$ cat src/ihex_pkg.sv
`timescale 1ns / 1ps

package ihex_pkg;

   // parse phases of one record
   typedef enum logic [2:0] {
      PH_WAIT  = 3'd0,
      PH_COUNT = 3'd1,
      PH_OFSHI = 3'd2,
      PH_OFSLO = 3'd3,
      PH_TYPE  = 3'd4,
      PH_DATA  = 3'd5,
      PH_CSUM  = 3'd6,
      PH_HALT  = 3'd7
   } phase_type;

   // event codes on the response channel
   localparam logic [2:0] EV_WRITE     = 3'd0;
   localparam logic [2:0] EV_RECORD_OK = 3'd1;
   localparam logic [2:0] EV_EOF       = 3'd2;
   localparam logic [2:0] EV_BAD_COUNT = 3'd3;
   localparam logic [2:0] EV_CSUM_ERR  = 3'd4;

   // record types
   localparam logic [7:0] RT_DATA = 8'h00;
   localparam logic [7:0] RT_EOF  = 8'h01;
   localparam logic [7:0] RT_ESA  = 8'h02;
   localparam logic [7:0] RT_SSA  = 8'h03;
   localparam logic [7:0] RT_ELA  = 8'h04;
   localparam logic [7:0] RT_SLA  = 8'h05;

   localparam logic [7:0] CHAR_COLON = 8'h3A;
   localparam logic [7:0] UPPER_LIMIT_RESET = 8'h05;

   // one parser result
   typedef struct packed {
      logic        valid;
      logic [2:0]  event_res;
      logic [23:0] address;
      logic [7:0]  data_byte;
      logic [23:0] highest_address;
   } result_type;

   // hex digit decode: bit 4 set means the character is no hex digit
   function automatic logic [4:0] digit_value(input logic [7:0] c);
      logic [4:0] d;
      d = 5'h10;
      if (c >= 8'h30 && c <= 8'h39) begin
         d = {1'b0, 4'(c - 8'h30)};
      end else if (c >= 8'h61 && c <= 8'h66) begin
         d = {1'b0, 4'(c - 8'h57)};
      end else if (c >= 8'h41 && c <= 8'h46) begin
         d = {1'b0, 4'(c - 8'h37)};
      end
      return d;
   endfunction

endpackage

$ cat src/ihex_core.sv
`timescale 1ns / 1ps

module ihex_core (
   input  logic                  clock,
   input  logic                  reset,
   input  logic                  step,
   input  logic [7:0]            character,
   input  logic [7:0]            upper_limit,
   output ihex_pkg::result_type  result
);

   ihex_pkg::phase_type phase_ff, phase_in;
   logic        second_due_ff, second_due_in;
   logic [3:0]  high_digit_ff, high_digit_in;
   logic        high_valid_ff, high_valid_in;
   logic [7:0]  bytes_left_ff, bytes_left_in;
   logic [16:0] offset_ff, offset_in;
   logic [15:0] upper_ff, upper_in;
   logic [7:0]  rec_type_ff, rec_type_in;
   logic [7:0]  sum_ff, sum_in;
   logic [23:0] highest_ff, highest_in;
   logic [1:0]  seg_idx_ff, seg_idx_in;

   logic [4:0]  dig;
   logic        dig_ok;
   logic        pair_ok;
   logic [7:0]  val;
   logic [7:0]  sum_next;
   logic [7:0]  bytes_dec;
   logic [23:0] addr;
   logic        do_write;
   logic        is_colon;

   // pair decode
   assign dig      = ihex_pkg::digit_value(character);
   assign dig_ok   = ~dig[4];
   assign pair_ok  = high_valid_ff & dig_ok;
   assign val      = pair_ok ? {high_digit_ff, dig[3:0]} : 8'h00;
   assign sum_next = sum_ff + val;
   assign bytes_dec = bytes_left_ff - 8'd1;
   assign is_colon = (character == ihex_pkg::CHAR_COLON);
   assign addr     = {upper_ff[7:0], 16'h0000} + {7'd0, offset_ff};
   assign do_write = (rec_type_ff == ihex_pkg::RT_DATA) &&
                     (upper_ff <= {8'h00, upper_limit});

   // next phase
   always_comb begin
      phase_in = phase_ff;
      if (step) begin
         if (phase_ff == ihex_pkg::PH_WAIT) begin
            if (is_colon) phase_in = ihex_pkg::PH_COUNT;
         end else if (phase_ff != ihex_pkg::PH_HALT && second_due_ff) begin
            unique case (phase_ff)
               ihex_pkg::PH_COUNT: begin
                  phase_in = pair_ok ? ihex_pkg::PH_OFSHI : ihex_pkg::PH_HALT;
               end
               ihex_pkg::PH_OFSHI: phase_in = ihex_pkg::PH_OFSLO;
               ihex_pkg::PH_OFSLO: phase_in = ihex_pkg::PH_TYPE;
               ihex_pkg::PH_TYPE: begin
                  case (val) inside
                     ihex_pkg::RT_DATA, ihex_pkg::RT_ESA,
                     ihex_pkg::RT_SSA, ihex_pkg::RT_SLA: begin
                        phase_in = (bytes_left_ff != 8'd0) ? ihex_pkg::PH_DATA
                                                           : ihex_pkg::PH_CSUM;
                     end
                     ihex_pkg::RT_ELA: phase_in = ihex_pkg::PH_DATA;
                     default:          phase_in = ihex_pkg::PH_CSUM;
                  endcase
               end
               ihex_pkg::PH_DATA: begin
                  if (bytes_dec == 8'd0) phase_in = ihex_pkg::PH_CSUM;
               end
               ihex_pkg::PH_CSUM: begin
                  if (sum_next != 8'd0 || rec_type_ff == ihex_pkg::RT_EOF) begin
                     phase_in = ihex_pkg::PH_HALT;
                  end else begin
                     phase_in = ihex_pkg::PH_WAIT;
                  end
               end
               default: phase_in = phase_ff;
            endcase
         end
      end
   end

   // datapath state and result
   always_comb begin
      second_due_in = second_due_ff;
      high_digit_in = high_digit_ff;
      high_valid_in = high_valid_ff;
      bytes_left_in = bytes_left_ff;
      offset_in     = offset_ff;
      upper_in      = upper_ff;
      rec_type_in   = rec_type_ff;
      sum_in        = sum_ff;
      highest_in    = highest_ff;
      seg_idx_in    = seg_idx_ff;
      result        = '0;
      result.highest_address = highest_ff;
      if (step && phase_ff != ihex_pkg::PH_HALT) begin
         if (phase_ff == ihex_pkg::PH_WAIT) begin
            if (is_colon) begin
               second_due_in = 1'b0;
               sum_in        = 8'd0;
            end
         end else if (!second_due_ff) begin
            // first digit of a pair
            high_digit_in = dig[3:0];
            high_valid_in = dig_ok;
            second_due_in = 1'b1;
         end else begin
            second_due_in = 1'b0;
            sum_in        = sum_next;
            unique case (phase_ff)
               ihex_pkg::PH_COUNT: begin
                  if (!pair_ok) begin
                     result.valid     = 1'b1;
                     result.event_res = ihex_pkg::EV_BAD_COUNT;
                  end else begin
                     bytes_left_in = val;
                  end
               end
               ihex_pkg::PH_OFSHI: offset_in = {1'b0, val, 8'h00};
               ihex_pkg::PH_OFSLO: offset_in = {offset_ff[16:8], val};
               ihex_pkg::PH_TYPE: begin
                  rec_type_in = val;
                  if (val == ihex_pkg::RT_ELA) begin
                     bytes_left_in = 8'd2;
                     seg_idx_in    = 2'd0;
                  end
               end
               ihex_pkg::PH_DATA: begin
                  bytes_left_in = bytes_dec;
                  if (rec_type_ff == ihex_pkg::RT_ELA) begin
                     // upper segment, high byte first
                     if (seg_idx_ff == 2'd0) upper_in = {val, 8'h00};
                     else                    upper_in = upper_ff | {8'h00, val};
                     seg_idx_in = seg_idx_ff + 2'd1;
                  end else if (do_write) begin
                     if (addr > highest_ff) highest_in = addr;
                     offset_in = offset_ff + 17'd1;
                     result.valid           = 1'b1;
                     result.event_res       = ihex_pkg::EV_WRITE;
                     result.address         = addr;
                     result.data_byte       = val;
                     result.highest_address = (addr > highest_ff) ? addr : highest_ff;
                  end
               end
               ihex_pkg::PH_CSUM: begin
                  result.valid = 1'b1;
                  if (sum_next != 8'd0) begin
                     result.event_res = ihex_pkg::EV_CSUM_ERR;
                  end else if (rec_type_ff == ihex_pkg::RT_EOF) begin
                     result.event_res = ihex_pkg::EV_EOF;
                  end else begin
                     result.event_res = ihex_pkg::EV_RECORD_OK;
                  end
               end
               default: result.valid = 1'b0;
            endcase
         end
      end
   end

   // state registers
   always_ff @(posedge clock) begin
      if (reset) begin
         phase_ff      <= ihex_pkg::PH_WAIT;
         second_due_ff <= 1'b0;
         high_digit_ff <= 4'd0;
         high_valid_ff <= 1'b0;
         bytes_left_ff <= 8'd0;
         offset_ff     <= 17'd0;
         upper_ff      <= 16'd0;
         rec_type_ff   <= 8'd0;
         sum_ff        <= 8'd0;
         highest_ff    <= 24'd0;
         seg_idx_ff    <= 2'd0;
      end else begin
         phase_ff      <= phase_in;
         second_due_ff <= second_due_in;
         high_digit_ff <= high_digit_in;
         high_valid_ff <= high_valid_in;
         bytes_left_ff <= bytes_left_in;
         offset_ff     <= offset_in;
         upper_ff      <= upper_in;
         rec_type_ff   <= rec_type_in;
         sum_ff        <= sum_in;
         highest_ff    <= highest_in;
         seg_idx_ff    <= seg_idx_in;
      end
   end

endmodule

$ cat src/intel_hex_record_parser.sv
`timescale 1ns / 1ps

// Intel HEX (I32HEX) record parser. One text character enters per request and
// moves through an input register into the parse logic, which updates the record
// state and loads at most one response into the output register; a character is
// held in the input register and its response in the output register, and one
// character per cycle is sustained while rsp_ready stays high. The output
// register is only refilled when empty or being drained, so a stalled response
// holds at most one more character in the input register. Responses are data
// writes (type 0 records whose upper segment is at most csr upper_limit), record
// ok, end of file, bad count digit and checksum error; after either kind of
// error or end of file the parser ignores all input until reset.
module intel_hex_record_parser (
   input  logic        clock,
   input  logic        reset,
   input  logic        req_valid,
   output logic        req_ready,
   input  logic [7:0]  req_character,
   output logic        rsp_valid,
   input  logic        rsp_ready,
   output logic [2:0]  rsp_event_res,
   output logic [23:0] rsp_address,
   output logic [7:0]  rsp_data_byte,
   output logic [23:0] rsp_highest_address,
   input  logic        csr_wr_en,
   input  logic [7:0]  csr_wr_data
);

   logic                 in_valid_ff, in_valid_in;
   logic [7:0]           char_ff;
   logic [7:0]           limit_ff;
   logic                 advance;
   ihex_pkg::result_type result;
   ihex_pkg::result_type rsp_ff;
   logic                 rsp_valid_in;

   // advance when the output register is free or being taken
   assign advance   = in_valid_ff & (~rsp_ff.valid | rsp_ready);
   assign req_ready = ~in_valid_ff | advance;

   always_comb begin
      in_valid_in = in_valid_ff;
      if (req_valid && req_ready) in_valid_in = 1'b1;
      else if (advance)           in_valid_in = 1'b0;
   end

   always_comb begin
      rsp_valid_in = rsp_ff.valid;
      if (advance)        rsp_valid_in = result.valid;
      else if (rsp_ready) rsp_valid_in = 1'b0;
   end

   // configuration register
   always_ff @(posedge clock) begin
      if (reset) begin
         limit_ff <= ihex_pkg::UPPER_LIMIT_RESET;
      end else if (csr_wr_en) begin
         limit_ff <= csr_wr_data;
      end
   end

   // input register
   always_ff @(posedge clock) begin
      if (reset) begin
         in_valid_ff <= 1'b0;
      end else begin
         in_valid_ff <= in_valid_in;
      end
      if (req_valid && req_ready) char_ff <= req_character;
   end

   ihex_core u_core (
      .clock       (clock),
      .reset       (reset),
      .step        (advance),
      .character   (char_ff),
      .upper_limit (limit_ff),
      .result      (result)
   );

   // output register
   always_ff @(posedge clock) begin
      if (reset) begin
         rsp_ff.valid <= 1'b0;
      end else begin
         rsp_ff.valid <= rsp_valid_in;
      end
      if (advance && result.valid) begin
         rsp_ff.event_res       <= result.event_res;
         rsp_ff.address         <= result.address;
         rsp_ff.data_byte       <= result.data_byte;
         rsp_ff.highest_address <= result.highest_address;
      end
   end

   assign rsp_valid           = rsp_ff.valid;
   assign rsp_event_res       = rsp_ff.event_res;
   assign rsp_address         = rsp_ff.address;
   assign rsp_data_byte       = rsp_ff.data_byte;
   assign rsp_highest_address = rsp_ff.highest_address;

endmodule
$ cat config.mk
export PLATFORM = sky130hd
export DESIGN_NAME = intel_hex_record_parser
export DESIGN_NICKNAME = d
export VERILOG_FILES = /design/src/ihex_pkg.sv /design/src/ihex_core.sv /design/src/intel_hex_record_parser.sv
export SDC_FILE = /design/constraint.sdc
export NUM_CORES = 1
export LEC_CHECK = 0
export BUFFER_PORTS_ARGS = -buffer_cell sky130_fd_sc_hd__buf_2
export CAP_MARGIN = 20
export CORE_MARGIN = 2
export CORE_UTILIZATION = 52
export CTS_BUF_LIST = sky130_fd_sc_hd__clkbuf_16
export DETAILED_ROUTE_END_ITERATION = 7
export PLACE_DENSITY = 0.79
export SLEW_MARGIN = 20
export SYNTH_ARGS = -nofsm -noshare
export SYNTH_HDL_FRONTEND = slang
export SYNTH_SLANG_ARGS = --single-unit
$ cat constraint.sdc
create_clock -name clock -period 4.1 [get_ports clock]
set_clock_uncertainty 0.05 [all_clocks]
set_input_delay 0.615 -clock clock [delete_from_list [all_inputs] [get_ports clock]]
set_output_delay 0.615 -clock clock [all_outputs]
set_load 0.05 [all_outputs]
==> metrics.txt <==
CTS clk-pin slew, worst paths=0.07 ns; vias per inst=5.82; Req. time, crit path=4.38 ns; crit-path cells=inv_2 > ha_2 > or3b_4 > nand3_2 > a21oi_2 > nand2_1 > inv_1 > ha_1 > fa_2 > xor2_1 > or3_1 > or3_4 > nor4_4 > a221oi_1 > o31a_1; initial antenna violation count=0; Final WS setup=0.155 ns; CTS tree=built; pwr dens=325 mW/mm2; Routed WL per cell=17.2 um; Worst R2R End=u_core.phase_ff[0]; Top FF cell, synth=dfxtp_1; RSZ-0062 raised after global routing=true; Hold Path Sink=char_ff[5]; post-synth top area cell=dfxtp_1; hold path start=req_character[5]; Critical-path top delay cell=edfxtp_1; Yosys cell types=75; Final min period=3.95 ns; clock share of power=45.0%; vias in the first global route=7044; antenna-violating nets left=0; total die area=0.0182 mm2; CP peak stage delay=0.45 ns; H-tree depth=4; Fmax=0.253 GHz; net switching power figure=0.810 mW; drt initial violations=740; hold_buf cts=0; drt first pass iters=5; hold_ws=0.305 ns; GRT Total Usage=24.5%; Max FO, Critical Path=6; internal power=2.59 mW; cell area after layout=0.0105 mm2; hold path cells=1; crit path DAT=4.22 ns; clock buffer count from CTS=17; dpl hpwl=15.2 mm; total gr overflow=0; layout cells sized above 1=20.5%; Seq/Total Area, Yosys=45.4%; Switching Share=23.8%; final core utilization=62.7%; Peak VDD IR=287 uV; total negative slack=0 ns; top cells by count, synth=nor2_1, dfxtp_1, nand2_1, edfxtp_1, inv_1; Initial Utilization=53.4%; dominant cells by area after synthesis=dfxtp_1, edfxtp_1, ha_1; fin crit share=96.2%; root buffer cell=clkbuf_16; placed cell count=1239; Worst-Skew Late Latency=0.44 ns; clock buffer depth=2; Reg2Reg Depth=15; # diodes=0; startpoint type of the worst setup path=flip-flop; sequential power share=51.6%; Slew HR=41.7%; Port Buffers=81; Gate power share=3.4%; Synth Area per Inst=9.51 um2; nets=1115; Setup WS pre-CTS=-0.00231 ns; number of setup violations in the final report=0; CP Capture Type=flip-flop; placed cell area=0.00983 mm2; final non-filler cell total=1276; CP bufs+invs=2; Synth Instances=938; area grow syn2layout=17.4%; Async S/R FF share, synth=0%; Synth Cell Area=0.00892 mm2; IO Count=82; Slew Limit Fails=0; Power Total=3.40 mW; clk sinks=169; CP Class=reg2reg; max-cap violation count=0; core area=0.0167 mm2; post-synthesis register bit count=169; vias=7423; status=finished, final reports clean; Rows=47; Post-synth EDFFs=67; Fill cells=1363; Die H=135 um; largest net degree at the start of global routing=75; leakage=4.23 nW; measured slew at the worst slew-check pin=0.870 ns; Final Hold Fails=0; post-route DRC violation count=0; CP delay by family, top=simple AND/OR/NAND/NOR gates; synth warn=0; RePlAce Congestion=0.949; R2R setup slack=0.15 ns; first-pass GRT wire length=35.4 mm; final WL=21.9 mm; Post-Syn Nets=1010; Reg2Reg Launch Point=char_ff[0]; count leader, synth=nor2_1; Die Wd=135 um; share of the synthesized area in the top cell type=22.9%; Min-Delay Path Class=in2reg
-- power groups by stage --
stage / clock [mW] / combinational [mW] / sequential (mW)
after floorplan: 0 / 0.0709 / 1.79
after global placement: 0 / 0.105 / 1.79
after detailed placement: 0 / 0.107 / 1.79
after CTS: 1.54 / 0.110 / 1.75
after global routing: 1.63 / 0.128 / 1.76
final: 1.53 / 0.116 / 1.75
-- logic make-up (layout without fill, tap and decap cells) --
logic type               after synthesis  count (layout)  share of synthesized area (%)
AO/OA/AOI/OAI                        182             182                           14.1
XOR/XNOR                              22              22                           2.31
adder cells (fa/ha/maj)               51              51                           7.24
buffers and inverters                104             222                           4.57
flip-flops                           169             169                           45.4
multiplexers                          68              68                           7.92
AND/OR/NAND/NOR                      342             342                           18.4
-- how the worst max path moves through the flow --
stage	start	end	depth (start not counted)
2_1_floorplan	char_ff[0]	u_core.phase_ff[0]	13
3_3_place_gp	char_ff[0]	u_core.phase_ff[0]	14
4_1_cts	char_ff[0]	u_core.phase_ff[0]	14
6_report	char_ff[0]	u_core.phase_ff[0]	15
3_5_place_dp	char_ff[0]	u_core.phase_ff[0]	14
5_1_grt	char_ff[1]	u_core.phase_ff[0]	15
-- placed cells by master (no fill, tap or decap), drive strengths merged, types with 9 or more instances in the layout --
cell and n:
nand3 18, a21oi 57, o21ai 32, edfxtp 67
a211oi 11, nand2 83, mux2i 47, and2 17
dfxtp 102, a221oi 9, ha 50, xor2 9
inv 69, xnor2 12, nand4 15, nor4 9
nor2 121, nor3 30, buf 130, mux2 21
o21a 10, clkbuf 18
-- sequential cells by signal, summed over array words and instances (netlist names) --
signal and count:
rsp_data_byte 8, u_core.upper_ff 16, u_core.highest_ff 24, u_core.rec_type_ff 8, in_valid_ff 1, u_core.bytes_left_ff 8
u_core.offset_ff 17, u_core.high_valid_ff 1, char_ff 8, u_core.phase_ff 3, u_core.high_digit_ff 4, limit_ff 8
u_core.seg_idx_ff 2, u_core.sum_ff 8, rsp_valid 1, rsp_event_res 3, rsp_address 24, u_core.second_due_ff 1
rsp_highest_address 24
-- cell type report --
type / instances / area (um2) / area share (%)
multi-input combinational: 665 / 4550 / 43.5
inverter: 59 / 221 / 2.12
timing repair buffer: 131 / 815 / 7.78
clock buffer: 17 / 425 / 4.06
clock inverter: 15 / 130 / 1.24
tap: 220 / 275 / 2.63
sequential: 169 / 4050 / 38.7
-- metal layers --
layer  wire length, um  vias to the layer above  GRT usage (%)
met5                 0                        -              0
li1                  -                     3574              -
met4               673                        0           9.55
met3              1540                       56           4.88
met2             10200                      284           39.1
met1              9540                     3509           32.9
-- what timing repair did --
item | CTS | global route
gates cloned | 0 | 1
setup endpoints to repair | 1 | 22
resized for setup | 1 | 11
buffers inserted | 2 | 2
pin swaps | 1 | 5
Power figures use the tool's default switching activity.
